## src/rtl/frcr_pkg.sv

```systemverilog
// Shared types, constants and helpers for the regulated clock reference.
package frcr_pkg;

  localparam int unsigned PTS_W     = 48;
  localparam int unsigned ELAPSED_W = 20;
  localparam int unsigned SPEED_W   = 5;
  localparam int unsigned BLOCKS_W  = 16;
  localparam int unsigned TUNE_W    = 2;
  localparam int unsigned RATE_W    = 29;
  localparam int unsigned FRAC_W    = 30;
  localparam int unsigned PROD_W    = RATE_W + ELAPSED_W;   // 49
  localparam int unsigned TOTAL_W   = PROD_W + 1;           // 50
  localparam int unsigned QUOT_W    = 20;
  localparam int unsigned REM_W     = 32;
  localparam int unsigned PMIL_W    = 11;

  // divide by 1e9: estimate from the top 20 bits of the total times 2^50/1e9,
  // remainder from estimate * 1e9/2^9 shifted back up by 9
  localparam int unsigned HI_LSB    = TOTAL_W - ELAPSED_W;  // 30
  localparam int unsigned RECIP_SH  = 20;
  localparam int unsigned ODD_SH    = 9;
  localparam logic [RATE_W-1:0]    RECIP     = RATE_W'(1125899);   // floor(2^50 / 1e9)
  localparam logic [RATE_W-1:0]    DIV_ODD   = RATE_W'(1953125);   // 1e9 / 2^9
  localparam logic [REM_W-1:0]     FRAC_DIV  = REM_W'(1000000000);
  localparam logic [REM_W-1:0]     FRAC_DIV2 = REM_W'(2000000000);
  localparam logic [RATE_W-1:0]    RATE_MAX  = '1;
  localparam logic [ELAPSED_W-1:0] PTS_PER_SPEED = ELAPSED_W'(22500);
  localparam logic [SPEED_W-1:0]   SPEED_NORMAL  = SPEED_W'(4);

  // operation codes
  localparam logic [1:0] OP_TICK  = 2'd0;
  localparam logic [1:0] OP_SPEED = 2'd1;
  localparam logic [1:0] OP_LOAD  = 2'd2;
  localparam logic [1:0] OP_FIFO  = 2'd3;

  // tuning codes
  localparam logic [TUNE_W-1:0] TUNE_PAUSED  = 2'd0;
  localparam logic [TUNE_W-1:0] TUNE_SLOWER  = 2'd1;
  localparam logic [TUNE_W-1:0] TUNE_NOMINAL = 2'd2;
  localparam logic [TUNE_W-1:0] TUNE_FASTER  = 2'd3;

  typedef enum logic [10:0] {
    ST_IDLE = 11'b000_0000_0001,
    ST_MUL  = 11'b000_0000_0010,
    ST_ADD  = 11'b000_0000_0100,
    ST_QA   = 11'b000_0000_1000,
    ST_QB   = 11'b000_0001_0000,
    ST_QC   = 11'b000_0010_0000,
    ST_FIX  = 11'b000_0100_0000,
    ST_RA   = 11'b000_1000_0000,
    ST_RB   = 11'b001_0000_0000,
    ST_RC   = 11'b010_0000_0000,
    ST_FIN  = 11'b100_0000_0000
  } state_t;

  // buffer levels seen by the regulator
  typedef struct packed {
    logic [BLOCKS_W-1:0] used;
    logic [BLOCKS_W-1:0] free;
    logic                live;
  } level_t;

  function automatic logic [PMIL_W-1:0] permille(input logic [TUNE_W-1:0] code);
    logic [PMIL_W-1:0] p;
    case (code)
      TUNE_PAUSED: p = PMIL_W'(0);
      TUNE_SLOWER: p = PMIL_W'(995);
      TUNE_FASTER: p = PMIL_W'(1005);
      default:     p = PMIL_W'(1000);
    endcase
    return p;
  endfunction

endpackage

```

## src/rtl/frcr_mul.sv

```systemverilog
// Shared registered multiplier, 29 x 20 bits.
module frcr_mul (
  input  logic                             clk,
  input  logic [frcr_pkg::RATE_W-1:0]      a,
  input  logic [frcr_pkg::ELAPSED_W-1:0]   b,
  output logic [frcr_pkg::PROD_W-1:0]      p
);

  always_ff @(posedge clk) begin
    p <= frcr_pkg::PROD_W'(a) * frcr_pkg::PROD_W'(b);
  end

endmodule

```

## src/rtl/frcr_div.sv

```systemverilog
// Final step of the divide by 1e9: lifts the reciprocal estimate by up to two.
module frcr_div (
  input  logic [frcr_pkg::QUOT_W-1:0]      quot_est,
  input  logic [frcr_pkg::REM_W-1:0]       rem_est,
  output logic [frcr_pkg::QUOT_W-1:0]      quot,
  output logic [frcr_pkg::FRAC_W-1:0]      rem
);

  // estimate is never high; remainder below 3e9
  always_comb begin
    if (rem_est >= frcr_pkg::FRAC_DIV2) begin
      quot = quot_est + frcr_pkg::QUOT_W'(2);
      rem  = frcr_pkg::FRAC_W'(rem_est - frcr_pkg::FRAC_DIV2);
    end else if (rem_est >= frcr_pkg::FRAC_DIV) begin
      quot = quot_est + frcr_pkg::QUOT_W'(1);
      rem  = frcr_pkg::FRAC_W'(rem_est - frcr_pkg::FRAC_DIV);
    end else begin
      quot = quot_est;
      rem  = frcr_pkg::FRAC_W'(rem_est);
    end
  end

endmodule

```

## src/rtl/frcr_reg.sv

```systemverilog
// Buffer-level regulator: picks the next tuning code.
module frcr_reg (
  input  logic [frcr_pkg::TUNE_W-1:0]  tuning,
  input  logic [frcr_pkg::SPEED_W-1:0] speed,
  input  frcr_pkg::level_t             level,
  output logic [frcr_pkg::TUNE_W-1:0]  tuning_next
);

  logic [frcr_pkg::BLOCKS_W:0] used2;
  logic [frcr_pkg::BLOCKS_W:0] free2;
  logic [frcr_pkg::BLOCKS_W:0] used_x;
  logic [frcr_pkg::BLOCKS_W:0] free_x;

  assign used_x = {1'b0, level.used};
  assign free_x = {1'b0, level.free};
  assign used2  = {level.used, 1'b0};
  assign free2  = {level.free, 1'b0};

  always_comb begin
    tuning_next = tuning;
    if (level.used == '0 && tuning != frcr_pkg::TUNE_PAUSED) begin
      tuning_next = frcr_pkg::TUNE_PAUSED;
    end else if (tuning == frcr_pkg::TUNE_PAUSED) begin
      if (used2 > free_x) tuning_next = frcr_pkg::TUNE_NOMINAL;
    end else if (speed == frcr_pkg::SPEED_NORMAL && level.live) begin
      if (used_x > free2) begin
        tuning_next = frcr_pkg::TUNE_FASTER;
      end else if (free_x > used2) begin
        tuning_next = frcr_pkg::TUNE_SLOWER;
      end else if ((tuning == frcr_pkg::TUNE_FASTER && level.free > level.used) ||
                   (tuning == frcr_pkg::TUNE_SLOWER && level.used > level.free)) begin
        tuning_next = frcr_pkg::TUNE_NOMINAL;
      end
    end else begin
      tuning_next = frcr_pkg::TUNE_NOMINAL;
    end
  end

endmodule

```

## src/rtl/fifo_regulated_clock_reference_core.sv

```systemverilog
// Top level of the rate-regulated 90 kHz clock reference.
// A tick runs multiply, add, two reciprocal multiplies, remainder and correction; set speed
// and fifo check run two rate passes; load registers its result directly.
// Throughput: one transaction in flight; the next is taken the cycle after the result is
// registered, or later while the output stalls.
// Synchronous reset: timestamp 0, remainder 0, speed 0, tuning nominal, rate 0, output empty.
module fifo_regulated_clock_reference_core (
  input  logic         clk,
  input  logic         rst,
  // input stream
  input  logic         s_tvalid,
  output logic         s_tready,
  // s_tdata: elapsed_us[19:0], new_speed[24:20], pts_value[72:25],
  //          used_blocks[88:73], free_blocks[104:89], realtime_mode[105], zero pad
  input  logic [111:0] s_tdata,
  // s_tuser: operation[1:0]
  input  logic [1:0]   s_tuser,
  // result stream
  output logic         m_tvalid,
  input  logic         m_tready,
  // m_tdata: current_pts[47:0], tuning_state[49:48], zero pad
  output logic [55:0]  m_tdata
);

  // input field unpacking
  logic [frcr_pkg::ELAPSED_W-1:0] in_elapsed;
  logic [frcr_pkg::SPEED_W-1:0]   in_speed;
  logic [frcr_pkg::PTS_W-1:0]     in_pts;
  frcr_pkg::level_t               in_level;

  assign in_elapsed        = s_tdata[19:0];
  assign in_speed          = s_tdata[24:20];
  assign in_pts            = s_tdata[72:25];
  assign in_level.used     = s_tdata[88:73];
  assign in_level.free     = s_tdata[104:89];
  assign in_level.live     = s_tdata[105];

  // architectural state
  frcr_pkg::state_t               state;
  logic [frcr_pkg::PTS_W-1:0]     timestamp;
  logic [frcr_pkg::FRAC_W-1:0]    frac;
  logic [frcr_pkg::SPEED_W-1:0]   speed;
  logic [frcr_pkg::TUNE_W-1:0]    tuning;
  logic [frcr_pkg::RATE_W-1:0]    rate;
  logic [frcr_pkg::ELAPSED_W-1:0] elapsed;

  // output register
  logic [frcr_pkg::PTS_W-1:0]     out_pts;
  logic [frcr_pkg::TUNE_W-1:0]    out_tune;

  // shared multiplier
  logic [frcr_pkg::RATE_W-1:0]    mul_a;
  logic [frcr_pkg::ELAPSED_W-1:0] mul_b;
  logic [frcr_pkg::PROD_W-1:0]    mul_p;

  // divide by 1e9
  logic [frcr_pkg::TOTAL_W-1:0]   div_total;
  logic [frcr_pkg::TOTAL_W-1:0]   total;
  logic [frcr_pkg::QUOT_W-1:0]    quot_est;
  logic [frcr_pkg::REM_W-1:0]     rem_est;
  logic [frcr_pkg::QUOT_W-1:0]    div_quot;
  logic [frcr_pkg::FRAC_W-1:0]    div_rem;

  logic [frcr_pkg::TUNE_W-1:0]    tuning_next;
  logic                           in_xfer;
  logic                           out_free;

  assign s_tready = (state == frcr_pkg::ST_IDLE);
  assign in_xfer  = s_tvalid && s_tready;
  assign out_free = !m_tvalid || m_tready;
  assign m_tdata  = {6'b0, out_tune, out_pts};

  // multiplier operand select: tick product, quotient estimate, estimate * 1e9/2^9,
  // speed*22500, then *permille
  always_comb begin
    unique case (state)
      frcr_pkg::ST_MUL: begin
        mul_a = rate;
        mul_b = elapsed;
      end
      frcr_pkg::ST_QA: begin
        mul_a = frcr_pkg::RECIP;
        mul_b = total[frcr_pkg::TOTAL_W-1:frcr_pkg::HI_LSB];
      end
      frcr_pkg::ST_QB: begin
        mul_a = frcr_pkg::DIV_ODD;
        mul_b = mul_p[frcr_pkg::RECIP_SH +: frcr_pkg::ELAPSED_W];
      end
      frcr_pkg::ST_RA: begin
        mul_a = frcr_pkg::RATE_W'(speed);
        mul_b = frcr_pkg::PTS_PER_SPEED;
      end
      default: begin
        mul_a = frcr_pkg::RATE_W'(mul_p[frcr_pkg::ELAPSED_W-1:0]);
        mul_b = frcr_pkg::ELAPSED_W'(frcr_pkg::permille(tuning));
      end
    endcase
  end

  frcr_mul u_mul (
    .clk (clk),
    .a   (mul_a),
    .b   (mul_b),
    .p   (mul_p)
  );

  // total = remainder + elapsed * rate; below 2^50
  assign div_total = frcr_pkg::TOTAL_W'(frac) + frcr_pkg::TOTAL_W'(mul_p);

  frcr_div u_div (
    .quot_est (quot_est),
    .rem_est  (rem_est),
    .quot     (div_quot),
    .rem      (div_rem)
  );

  frcr_reg u_reg (
    .tuning      (tuning),
    .speed       (speed),
    .level       (in_level),
    .tuning_next (tuning_next)
  );

  // sequencer and state updates
  always_ff @(posedge clk) begin
    if (rst) begin
      state     <= frcr_pkg::ST_IDLE;
      timestamp <= '0;
      frac      <= '0;
      speed     <= '0;
      tuning    <= frcr_pkg::TUNE_NOMINAL;
      rate      <= '0;
    end else begin
      unique case (state)
        frcr_pkg::ST_IDLE: begin
          if (in_xfer) begin
            case (s_tuser)
              frcr_pkg::OP_TICK: begin
                state <= frcr_pkg::ST_MUL;
              end
              frcr_pkg::OP_SPEED: begin
                speed <= in_speed;
                state <= frcr_pkg::ST_RA;
              end
              frcr_pkg::OP_LOAD: begin
                timestamp <= in_pts;
                frac      <= '0;
                state     <= frcr_pkg::ST_FIN;
              end
              default: begin
                // fifo check; rate is recomputed whether or not the code moved
                tuning <= tuning_next;
                state  <= frcr_pkg::ST_RA;
              end
            endcase
          end
        end
        frcr_pkg::ST_MUL: state <= frcr_pkg::ST_ADD;
        frcr_pkg::ST_ADD: state <= frcr_pkg::ST_QA;
        frcr_pkg::ST_QA:  state <= frcr_pkg::ST_QB;
        frcr_pkg::ST_QB:  state <= frcr_pkg::ST_QC;
        frcr_pkg::ST_QC:  state <= frcr_pkg::ST_FIX;
        frcr_pkg::ST_FIX: begin
          // timestamp wraps modulo 2^48
          timestamp <= timestamp + frcr_pkg::PTS_W'(div_quot);
          frac      <= div_rem;
          state     <= frcr_pkg::ST_FIN;
        end
        frcr_pkg::ST_RA: state <= frcr_pkg::ST_RB;
        frcr_pkg::ST_RB: state <= frcr_pkg::ST_RC;
        frcr_pkg::ST_RC: begin
          // saturate at 2^29-1
          if (|mul_p[frcr_pkg::PROD_W-1:frcr_pkg::RATE_W]) begin
            rate <= frcr_pkg::RATE_MAX;
          end else begin
            rate <= mul_p[frcr_pkg::RATE_W-1:0];
          end
          state <= frcr_pkg::ST_FIN;
        end
        frcr_pkg::ST_FIN: begin
          if (out_free) state <= frcr_pkg::ST_IDLE;
        end
        default: state <= frcr_pkg::ST_IDLE;
      endcase
    end
  end

  // result valid: set when the result is registered, cleared once taken
  always_ff @(posedge clk) begin
    if (rst) begin
      m_tvalid <= 1'b0;
    end else if (state == frcr_pkg::ST_FIN && out_free) begin
      m_tvalid <= 1'b1;
    end else if (m_tready) begin
      m_tvalid <= 1'b0;
    end
  end

  // payload registers
  always_ff @(posedge clk) begin
    if (in_xfer) elapsed <= in_elapsed;
    if (state == frcr_pkg::ST_ADD) total <= div_total;
    if (state == frcr_pkg::ST_QB) quot_est <= mul_p[frcr_pkg::RECIP_SH +: frcr_pkg::QUOT_W];
    // true remainder of the estimate is below 2^32, so the low bits suffice
    if (state == frcr_pkg::ST_QC) begin
      rem_est <= total[frcr_pkg::REM_W-1:0] - (mul_p[frcr_pkg::REM_W-1:0] << frcr_pkg::ODD_SH);
    end
    if (state == frcr_pkg::ST_FIN && out_free) begin
      out_pts  <= timestamp;
      out_tune <= tuning;
    end
  end

endmodule
```

## config.mk

```make
export PLATFORM = sky130hd
export DESIGN_NAME = fifo_regulated_clock_reference_core
export DESIGN_NICKNAME = d
export VERILOG_FILES = /design/src/rtl/frcr_pkg.sv /design/src/rtl/frcr_mul.sv /design/src/rtl/frcr_div.sv /design/src/rtl/frcr_reg.sv /design/src/rtl/fifo_regulated_clock_reference_core.sv
export SDC_FILE = /design/constraint.sdc
export NUM_CORES = 2
export LEC_CHECK = 0
export ABC_CLOCK_PERIOD_IN_PS = 11700
export BUFFER_PORTS_ARGS = -buffer_cell sky130_fd_sc_hd__buf_2
export CORE_MARGIN = 4
export CORE_UTILIZATION = 50
export DETAILED_ROUTE_END_ITERATION = 8
export MAX_ROUTING_LAYER = met4
export PLACE_DENSITY = 0.7
export SLEW_MARGIN = 5
export SYNTH_ARGS = -nofsm -noshare
export SYNTH_HDL_FRONTEND = slang
export SYNTH_SLANG_ARGS = --single-unit
```

## constraint.sdc

```tcl
create_clock -name clk -period 11.7 [get_ports clk]
set_input_delay 1.17 -clock clk [delete_from_list [all_inputs] [get_ports clk]]
set_output_delay 1.17 -clock clk [all_outputs]
set_load 0.05 [all_outputs]
```

==> metrics.txt <==
highest clock rate 0.0933 GHz; min setup slack post-route 0.987 ns; most common cell after layout, fill and taps aside inv_1; R2R depth 33; post_cts resized 0; fin nets 5120; Final Hold Fails 0; fin crit period 10.71 ns; Avg Inst Size Synth 8.97 µm²; kind of critical path flop to flop; Clk Tree Root Cell clkbuf_16; critical path's top delay family adder cells; worst slew pin tran 1.17 ns; total power 0.00963 W; crit start category flop; Worst EP arrival 11.26 ns; WP data required 12.24 ns; Skew-Pair Late Insertion Delay 0.62 ns; GRT overflow 0; CTS Hold Buffers Added 0; crit-path max FO 36; Worst Skew 0.0700 ns; die width 280 µm; yosys warns 0; core area 73100 µm²; drt first pass iters 6; num rows 99; final period utilization 0.916; clk sinks 347; most frequent cells in the layout 618 x inv_1, 542 x nand2_1, 485 x fa_1, 474 x nor2_1, 285 x ha_1; io pins 176; Synth-to-Final Area Change 8.84%; Final ANT Viol Nets 0; setup violators final 0; CTS Buf Count 40; H-tree lvl count 2; GRT Total Usage 0.310; Hold Crit Class flop to flop; Leakage 19.5 nW; Pwr Density 240 nW/µm²; Detail Placement HPWL 93900 µm; Slowest cell on crit path and4b_1; Mapped Area 36900 µm²; WP buf/inv 6; height of the die 280 µm; Clock Path Buffers 3; DRC 0; number of global-route vias before repair 30300; vias per inst 5.80; most used flip-flop cell after synthesis dfxtp_1; total negative slack 0 ns; sequential element share of the synthesized area 0.235; Initial Util 0.505; Unique masters post-synth 86; Setup crit end kind flop; ratio of cells with drive above 1 in the final layout 0.0821; RD Place Congestion 1.04; Hold Path Cell Cnt 0; Critical Path Stages 33; DR WL/cell 22.5 µm; RSZ-0062 raised after global routing false; clock tree from TritonCTS yes; die area 78200 µm²; number of setup buffers added after CTS 0; via count 30300; DRT Wirelength 118000 µm; peak supply drop 0.000445 V; worst rel slew slack 0.222; FF+latch count, synth 347; first-pass GRT wire length 180000 µm; number of synthesized flops with an enable pin 172; max-cap viol count 0; initial antenna violation count 3; Buffers on Ports 163; post-synthesis async set-or-reset flop share 0; cells after synthesis 4112; largest net degree at the start of global routing 79; outcome complete, no violations; cell mode on critical path fa_1; Slew Viols, Final 0; Reg clk slew, reported paths 0.06 ns; biggest cell delay along the critical path 0.71 ns; Placement Setup Slack 1.24 ns; Starting DRT DRC Count 3189
cell usage after synthesis, types with 12 or more instances:
cell type | n | area [µm²]
and3_1 | 33 | 206
o211ai_1 | 14 | 105
dfxtp_1 | 175 | 3500
nand2b_1 | 25 | 156
o21bai_1 | 16 | 120
ha_1 | 285 | 3570
a21o_1 | 106 | 796
a22oi_1 | 20 | 150
fa_1 | 485 | 9710
xor2_1 | 58 | 508
nand4_1 | 35 | 219
nor3_1 | 69 | 345
edfxtp_1 | 172 | 5160
nor2_1 | 474 | 1780
or2_2 | 16 | 100
a31oi_1 | 27 | 169
and2_1 | 27 | 169
xnor2_1 | 110 | 963
clkbuf_1 | 130 | 488
o21a_1 | 22 | 165
nor2b_1 | 22 | 138
nand3_1 | 69 | 345
o21ai_1 | 12 | 60.1
nand2_1 | 542 | 2030
a21oi_1 | 174 | 871
o21ai_0 | 102 | 510
nor4_1 | 22 | 138
inv_1 | 619 | 2320
buf_2 | 22 | 110
a311oi_1 | 13 | 114
through the flow:
stage / hold WS, ns / cell area [µm²] / std cells / utilization
5_1_grt: 0.411 / 40100 / 5226 / 0.549
3_3_place_gp: 0.401 / 38800 / 5149 / 0.531
2_1_floorplan: 0.400 / 36900 / 4117 / -
6_report: 0.405 / 40100 / 5226 / 0.549
3_5_place_dp: 0.405 / 38800 / 5149 / 0.531
4_1_cts: 0.399 / 40100 / 5223 / 0.549
where the power goes:
group / internal, W / switching (W)
Clock: 0.000699 / 0.000558
Combinational: 0.00272 / 0.00409
Sequential: 0.00144 / 0.000122
Total: 0.00485 / 0.00477
worst reg2reg max path: cells and delay by family, from the launching register on:
kind | cells | cell delay, ns
compound gates | 8 | 2.88
xor+xnor | 1 | 0.16
fa+ha+maj | 8 | 3.93
buf+inv | 6 | 0.85
flops | 1 | 0.35
simple gates | 10 | 2.49
cells by family after synthesis:
kind of cell / count (synthesis) / synth area share
buf+inv: 786 / 0.0822
mux: 12 / 0.00336
other cells: 1 / 0.000102
xor+xnor: 168 / 0.0399
simple gates: 1401 / 0.167
compound gates: 627 / 0.112
flops: 347 / 0.235
fa+ha+maj: 770 / 0.360
area by class of cell:
cell class	count	area, µm²
fill	6666	32900
antenna	3	7.51
inverter	619	2320
timing repair buffer	240	1410
clock inverter	25	241
clock buffer	49	1060
sequential	347	8670
multi-input combinational	2984	25200
tap	959	1200
state kept, by name (all words and copies together), names as in the netlist, 11 cells and up:
| name | flops |
|---|---|
| frac | 30 |
| elapsed | 20 |
| quot_est | 20 |
| u_mul.p | 49 |
| state | 11 |
| rate | 29 |
| rem_est | 32 |
| out_pts | 48 |
| timestamp | 48 |
| total | 50 |
worst paths after layout:
kind	startpoint	endpoint	slack (ns)
min reg2reg	total[5]$_DFFE_PP_	rem_est[5]$_DFFE_PP_	0.40
max	state[6]$_SDFFE_PP0P_	u_mul.p[45]$_DFF_P_	0.99
min	total[5]$_DFFE_PP_	rem_est[5]$_DFFE_PP_	0.40
max reg2reg	state[6]$_SDFFE_PP0P_	u_mul.p[45]$_DFF_P_	0.99
metal layers:
| layer | wire [µm] | global-route usage | share of wire | vias up |
|---|---|---|---|---|
| met1 | 45700 | 0.391 | 0.39 | 14700 |
| met5 | 0 | - | 0 | - |
| met4 | 6110 | 0.130 | 0.052 | 0 |
| li1 | - | - | - | 13600 |
| met3 | 13100 | 0.0786 | 0.11 | 332 |
| met2 | 52800 | 0.478 | 0.45 | 1596 |
Power figures use the tool's default switching activity.
